<file path="src/hw/rtl/concentric_square_to_disk_map_assert.svh">
// assertion macros for the concentric square-to-disk map
// used by the top level; expects clk and rst in scope
`ifndef CONCENTRIC_SQUARE_TO_DISK_MAP_ASSERT_SVH
`define CONCENTRIC_SQUARE_TO_DISK_MAP_ASSERT_SVH
`ifndef NO_ASSERTIONS
`define CSDM_CHECK(lbl, prop, msg) \
  lbl: assert property (@(posedge clk) disable iff (rst) prop) else $error(msg);
`define CSDM_NEVER(lbl, expr, msg) \
  lbl: assert property (@(posedge clk) disable iff (rst) !(expr)) else $error(msg);
`else
`define CSDM_CHECK(lbl, prop, msg)
`define CSDM_NEVER(lbl, expr, msg)
`endif
`endif

</file>
<file path="src/hw/rtl/csdm_pkg.sv">
// shared types, constants and the arctangent table for the disk map
// no dependencies
package csdm_pkg;

  localparam int CSDM_COORD_BITS = 16;
  localparam int CSDM_ANGLE_ITERATIONS = 16;
  localparam int CSDM_DIV_STEPS = 30;
  localparam int CSDM_OUT_MAX = 32767;
  localparam logic signed [32:0] CSDM_GAIN_INV = 33'sh026DD3B6A;
  localparam logic signed [31:0] CSDM_PI4 = 32'sh3243F6A8;

  typedef struct packed {
    logic [15:0] square_x;
    logic [15:0] square_y;
  } sample_t;

  typedef struct packed {
    logic signed [15:0] disk_x;
    logic signed [15:0] disk_y;
  } point_t;

  // one step of the restoring quotient chain plus what rides along
  typedef struct packed {
    logic [17:0]        rem;
    logic [16:0]        den;
    logic [30:0]        quo;
    logic               neg;
    logic [1:0]         sector;
    logic signed [17:0] radius;
  } div_state_t;

  typedef struct packed {
    logic signed [32:0] x;
    logic signed [32:0] y;
    logic signed [32:0] z;
    logic [1:0]         quad;
    logic signed [17:0] radius;
  } cordic_state_t;

  function automatic logic signed [32:0] csdm_atan(input int idx);
    logic [31:0] v;
    case (idx)
      0: v = 32'h3243F6A8;   1: v = 32'h1DAC6705;   2: v = 32'h0FADBAFC;
      3: v = 32'h07F56EA6;   4: v = 32'h03FEAB76;   5: v = 32'h01FFD55B;
      6: v = 32'h00FFFAAA;   7: v = 32'h007FFF55;   8: v = 32'h003FFFEA;
      9: v = 32'h001FFFFD;  10: v = 32'h000FFFFF;  11: v = 32'h0007FFFF;
      12: v = 32'h0003FFFF; 13: v = 32'h0001FFFF;  14: v = 32'h0000FFFF;
      15: v = 32'h00007FFF; 16: v = 32'h00003FFF;  17: v = 32'h00001FFF;
      18: v = 32'h00000FFF; 19: v = 32'h000007FF;  20: v = 32'h000003FF;
      21: v = 32'h000001FF; 22: v = 32'h000000FF;  23: v = 32'h0000007F;
      24: v = 32'h0000003F; 25: v = 32'h0000001F;  26: v = 32'h0000000F;
      27: v = 32'h00000008; 28: v = 32'h00000004;  29: v = 32'h00000002;
      30: v = 32'h00000001;
      default: v = 32'h00000000;
    endcase
    return $signed({1'b0, v});
  endfunction

endpackage

</file>
<file path="src/hw/rtl/csdm_div_cell.sv">
// one quotient bit of the restoring divider chain
// depends on csdm_pkg
module csdm_div_cell import csdm_pkg::*; (
  input  logic       clk,
  input  logic       rst,
  input  logic       valid_in,
  input  div_state_t state_in,
  output logic       valid_out,
  output div_state_t state_out
);

  logic [17:0] rem2;
  logic        ge;
  div_state_t  state_next;

  assign rem2 = {state_in.rem[16:0], 1'b0};
  assign ge   = rem2 >= {1'b0, state_in.den};

  always_comb begin
    state_next     = state_in;
    state_next.rem = ge ? rem2 - {1'b0, state_in.den} : rem2;
    state_next.quo = {state_in.quo[29:0], ge};
  end

  always_ff @(posedge clk) begin
    if (rst) begin
      valid_out <= 1'b0;
    end else begin
      valid_out <= valid_in;
    end
    state_out <= state_next;
  end

endmodule

</file>
<file path="config.mk">
export PLATFORM = sky130hd
export DESIGN_NAME = csdm_div_cell
export DESIGN_NICKNAME = d
export VERILOG_FILES = /design/src/hw/rtl/concentric_square_to_disk_map_assert.svh /design/src/hw/rtl/csdm_pkg.sv /design/src/hw/rtl/csdm_div_cell.sv
export SDC_FILE = /design/constraint.sdc
export NUM_CORES = 1
export LEC_CHECK = 0
export CAP_MARGIN = 20
export CELL_PAD_IN_SITES_DETAIL_PLACEMENT = 1
export CELL_PAD_IN_SITES_GLOBAL_PLACEMENT = 2
export CORE_MARGIN = 10
export CORE_UTILIZATION = 35
export CTS_BUF_LIST = sky130_fd_sc_hd__clkbuf_16
export DETAILED_ROUTE_END_ITERATION = 10
export DONT_BUFFER_PORTS = 1
export PLACE_DENSITY_LB_ADDON = 0.2
export SYNTH_ARGS = -nofsm -noshare
export SYNTH_HDL_FRONTEND = slang
export SYNTH_SLANG_ARGS = --single-unit
</file>
<file path="constraint.sdc">
create_clock -name clk -period 4.4 [get_ports clk]
set_clock_uncertainty 0.05 [all_clocks]
set_input_delay 0.44 -clock clk [delete_from_list [all_inputs] [get_ports clk]]
set_output_delay 0.44 -clock clk [all_outputs]
set_load 0.02 [all_outputs]
</file>
==> flow_summary.yaml, run 1 <==
timing:
  rsz0062_at_grt: "no"
  worst_pin_slew_ns: 0.841
  timing.slew.headroom: 0.439
  slew_violations: 0
  hold_violations: 0
  setup_viol: 0
  period_needed_ns: 2.74
  final.period_utilization: 0.624
  fmax_mhz: 364
  fin_setup_tns_ns: 0
setup_path:
  cp.required_ns: 4.57
  worstPathArrival_ns: 2.91
  path_class: "in2reg"
  cp-end-kind: "flop"
  start_kind: "primary input"
  cp_max_fo: 21
drt:
  num_vias: 1944
  drt_iter0_drc: 56
  met2RoutedLength_mm: 3.97
  totalWireLength_mm: 8.12
  drtPass1Iterations: 2
  vias_per_cell: 4.98
  wl_met3_um: 912
  maxUsedRoutingLayer: "met4"
  m1WireLength_mm: 3.20
  wl_per_cell_um: 20.8
  drtAntennaViolNets: 0
  drc: 0
run:
  drv_cap: 0
synth:
  syn_inst: 272
  synthTopCellsByArea: "dfxtp_1 (59%), ha_1 (7.1%), inv_1 (2.9%)"
  yosysTopAreaCell: "dfxtp_1"
  synth_top_area_frac: 0.588
  synth_fp_nets: 380
  yosys_register_bits: 88
  synthTopCellsByCount: "dfxtp_1 (88), inv_1 (23), nor2_1 (21), ha_1 (17), a21oi_1 (16)"
  yosys_warnings: 0
  postSynth.asyncResetShare: 0
  ys_seq_area_frac: 0.588
  synth_edf_count: 0
  synthDistinctLibCells: 53
  synth.cell_area_um2: 3000
  syn_area_per_cell_um2: 11.0
  synth_most_common_cell: "dfxtp_1"
  synthFlopType: "dfxtp_1"
global_route:
  grt_use_total: 0.123
  grt_pass1_vias: 2086
  antenna_found_initial: 0
  grt_max_degree: 22
  grt_overflow: 0
  grt_pass1_wl_mm: 12.3
power_and_ir_drop:
  ir_drop_uv: 176
  p_leak_nw: 1.47
  power_density_nw_per_um2: 557
layout:
  seq_area_um2: 1760
  antennaDiodeCount: 0
  nNetsFinal: 388
  finalInstanceArea_um2: 3400
  area_growth_pct: 13.5
  fillerInstances: 899
  multiInputGateArea_um2: 1110
  utilization: 0.412
  layout-drive-gt1-share: 0.0912
placement:
  port_buffers: 0
  dp_hpwl_mm: 6.77
  gp_congestion: 0.700
  place_area_um2: 3100
cts:
  clock_path_buffers: 2
  cts_sinks: 88
  htree_levels: 3
  tritoncts: "built"
  ctsHoldBuffers: 0
  cts_root_buf: "clkbuf_16"
  post_cts_buffers: 0
  cts-buffers-inserted: 9
  cts_resized: 0
  cts.clk_slew.worst_paths_ns: 0.07
die:
  die_w_um: 113
  io_pins: 178
  num_rows: 33
  core-area_um2: 8260
  start_util: 0.363
  die_h_um: 113
  dieArea_um2: 12700
hold_path:
  hold_path.class: "in2reg"
  holdPathStages: 0
status:
  outcome: "finished clean"
-- placed cells by master (no fill, tap or decap), types with 2 or more instances in the layout --
cell / count
a211oi_1: 3
inv_8: 3
and2_1: 2
inv_1: 23
and3_1: 2
or3_1: 6
xnor2_1: 5
nor2b_1: 3
xor2_1: 5
nand2_1: 12
or2_2: 2
mux2_2: 2
mux2_1: 3
clkinv_4: 2
ha_1: 17
a21oi_1: 16
a21o_1: 3
clkbuf_16: 9
o21ai_0: 9
o31ai_1: 2
nor3_1: 5
o21a_1: 3
nand3_1: 5
nor2_1: 21
o31a_1: 2
a31o_1: 2
a21boi_0: 2
dfxtp_1: 88
-- final cells by class --
class                           instances  area share
Sequential cell                        88       0.518
Timing Repair Buffer                    1     0.00221
Clock buffer                            9      0.0662
Tap cell                              105      0.0386
Multi-Input combinational cell        157       0.327
Clock inverter                          7      0.0221
Inverter                               23      0.0254
-- state kept, by name, summed over array words and instances, names as in the netlist --
name and count:
state_out 87, valid_out 1
-- routing by layer --
layer  global-route usage  vias to the layer above
met5                    0                        -
met4               0.0355                        0
met3               0.0714                        2
met2                0.203                      109
met1                0.131                      885
li1                     -                      948
-- report_power, final --
| group | leakage [nW] | switching (mW) | internal [mW] | total [mW] |
|---|---|---|---|---|
| sequential | 0.742 | 0.118 | 0.866 | 0.984 |
| combinational | 0.582 | 0.102 | 0.0787 | 0.181 |
| clock | 0.144 | 0.329 | 0.401 | 0.729 |
-- metrics by stage --
| stage | hold WS [ns] | std cells | power (mW) | setup slack, ns |
|---|---|---|---|---|
| after global routing | 0.0581 | 390 | 1.99 | 1.44 |
| after floorplan | 0.418 | 272 | 1.14 | 1.99 |
| after global placement | 0.418 | 374 | 1.19 | 1.26 |
| final | 0.0753 | 390 | 1.89 | 1.66 |
| after CTS | 0.0611 | 390 | 1.93 | 1.60 |
| after detailed placement | 0.418 | 374 | 1.19 | 1.25 |
-- worst max-delay path, cell delays in order --
cell      delay (ns)
inv_1           0.02
ha_1            0.40
nand3_2         0.20
or3_1           0.40
a311oi_2        0.24
or3_1           0.71
buf_4           0.28
nor2_1          0.04
a31o_1          0.18
-- final timing paths --
check          from             to  slack, ns
min    state_in[68]  state_out[68]       0.08
max    state_in[62]  state_out[77]       1.66
-- cells by family (layout without fill, tap and decap cells) --
| group | Yosys count | in the layout | synth area share |
|---|---|---|---|
| DFF | 88 | 88 | 0.588 |
| and+or+nand+nor | 65 | 65 | 0.108 |
| AOI/OAI and AO/OA | 58 | 58 | 0.135 |
| buffers and inverters | 27 | 40 | 0.0405 |
| adders and majority gates | 18 | 18 | 0.0777 |
| xor gates and xnor gates | 10 | 10 | 0.0292 |
| muxes | 6 | 6 | 0.0221 |
Power figures use the tool's default switching activity.
==> inputs of run 2 (changes only) <==
--- a/config.mk
+++ b/config.mk
@@ -9,7 +9,7 @@
 export CELL_PAD_IN_SITES_DETAIL_PLACEMENT = 1
 export CELL_PAD_IN_SITES_GLOBAL_PLACEMENT = 2
 export CORE_MARGIN = 10
-export CORE_UTILIZATION = 35
+export CORE_UTILIZATION = 31
 export CTS_BUF_LIST = sky130_fd_sc_hd__clkbuf_16
 export DETAILED_ROUTE_END_ITERATION = 10
 export DONT_BUFFER_PORTS = 1
==> constraint.sdc (replaced) <==
create_clock -name clk -period 2.45 [get_ports clk]
set_clock_uncertainty 0.05 [all_clocks]
set_input_delay 0.245 -clock clk [delete_from_list [all_inputs] [get_ports clk]]
set_output_delay 0.245 -clock clk [all_outputs]
set_load 0.02 [all_outputs]
==> run 2 against run 1 <==
  * Global-route usage increased by 2.5 points
  * Cell count is 29% higher
  * Worst setup slack worse by 1.4 ns
  * Non-clock buffer count up 91
  * Wire length is 30% higher
  * Cell area is 27% higher
  * Clock-buffer cell count is the same
==> flow_summary.yaml, run 2 (synthesis gave the netlist of run 1 again) <==
timing:
  fin_setup_tns_ns: 0
  postLayoutSetupSlackWorst_ns: 0.275
  period_needed_ns: 2.17
  rsz0062_at_grt: "no"
  slew_violations: 0
  timing.slew.headroom: 0.561
  hold-worst-slack_ns: 0.0210
  hold_violations: 0
  final.period_utilization: 0.888
  worst_pin_slew_ns: 0.650
  setup_viol: 0
  fmax_mhz: 460
layout:
  utilization: 0.463
  multiInputGateArea_um2: 1110
  seq_area_um2: 1760
  antennaDiodeCount: 0
  finalInstanceArea_um2: 4320
  largest_reg_flops: 87
  regMostFlops: "state_out"
  fillerInstances: 1005
  area_growth_pct: 44.2
  layout-drive-gt1-share: 0.109
  largestRegisters: "state_out x87, valid_out x1"
  nNetsFinal: 479
  layout_common_cells: "dfxtp_1 (88), dlygate4sd3_1 (75), inv_1 (23), nor2_1 (21)"
  layout_commonest_cell: "dfxtp_1"
drt:
  drt_iter0_drc: 63
  vias_per_cell: 4.56
  wl_per_cell_um: 21.0
  drtAntennaViolNets: 0
  drc: 0
  num_vias: 2297
  totalWireLength_mm: 10.6
  drtPass1Iterations: 4
placement:
  place_area_um2: 3250
  gp_congestion: 0.706
  port_buffers: 0
  dp_slack_ns: -0.0327
  dp_hpwl_mm: 7.54
global_route:
  grt_overflow: 0
  grt_pass1_vias: 2553
  grt_use_total: 0.148
  grt_pass1_wl_mm: 16.2
  grt_max_degree: 16
  antenna_found_initial: 0
setup_path:
  cp.required_ns: 2.62
  cp-end-kind: "flop"
  start_kind: "primary input"
  worstPathArrival_ns: 2.35
  cp_max_fo: 6
  path_class: "in2reg"
die:
  io_pins: 178
  num_rows: 35
  die_h_um: 118
  die_w_um: 118
  core-area_um2: 9330
  start_util: 0.321
  dieArea_um2: 14000
status:
  outcome: "finished clean"
cts:
  cts.clk_slew.worst_paths_ns: 0.06
  cts_root_buf: "clkbuf_16"
  cts-buffers-inserted: 9
  tritoncts: "built"
  cts_sinks: 88
  post_cts_buffers: 0
  htree_levels: 3
  clock_path_buffers: 2
power_and_ir_drop:
  power_density_nw_per_um2: 855
  ir_drop_uv: 445
  p_leak_nw: 1.86
run:
  drv_cap: 0
hold_path:
  hold_path.class: "in2reg"
## run 2: cell types whose count changed in the layout (fill, tap and decap cells not counted), sizes merged
cell         previous run  this run
dlygate4sd3             0        75
clkinv                  3         2
inv                    26        24
bufinv                  0         2
buf                     1        17
## run 2: final timing paths
kind / to / cells after the start / start / slack (ns)
hold / removal: state_out[78] / 1 / state_in[77] / 0.02
setup / recovery: state_out[85] / 8 / state_in[54] / 0.28
## run 2: critical path: stages
cell	delay (ns)
inv_1	0.03
ha_1	0.36
nor2b_1	0.19
o21ai_2	0.28
a211oi_1	0.16
nor4b_1	0.63
or3_1	0.21
nor4bb_1	0.24
## run 2: per-layer routing
| layer | routed length [µm] | track usage |
|---|---|---|
| met5 | 0 | 0 |
| met4 | 92 | 0.0371 |
| met3 | 906 | 0.0619 |
| met2 | 5180 | 0.251 |
| met1 | 4410 | 0.169 |
## run 2: area by class of cell
type | count | area share
clock buffers | 9 | 0.0521
multi-input cells | 157 | 0.258
repair buffers | 92 | 0.203
clock inverters | 6 | 0.0217
inverters | 23 | 0.0200
well taps | 129 | 0.0374
flip-flops and latches | 88 | 0.408
## run 2: power by group
| group | switching (mW) | total (mW) | internal (mW) |
|---|---|---|---|
| Sequential | 0.217 | 1.77 | 1.56 |
| Clock | 0.564 | 1.46 | 0.895 |
| Combinational | 0.213 | 0.462 | 0.250 |
| Total | 0.994 | 3.69 | 2.70 |
## run 2: what timing repair did
action                                 in CTS  in global routing
gates resized for setup                     0                  0
hold buffers                               74                  1
endpoints found under the hold margin      74                  1
## run 2: through the flow
stage | instances | power, mW
global route | 504 | 3.88
CTS | 503 | 3.74
finish | 504 | 3.69
global placement | 414 | 2.17
detailed placement | 414 | 2.18
floorplan | 272 | 2.04
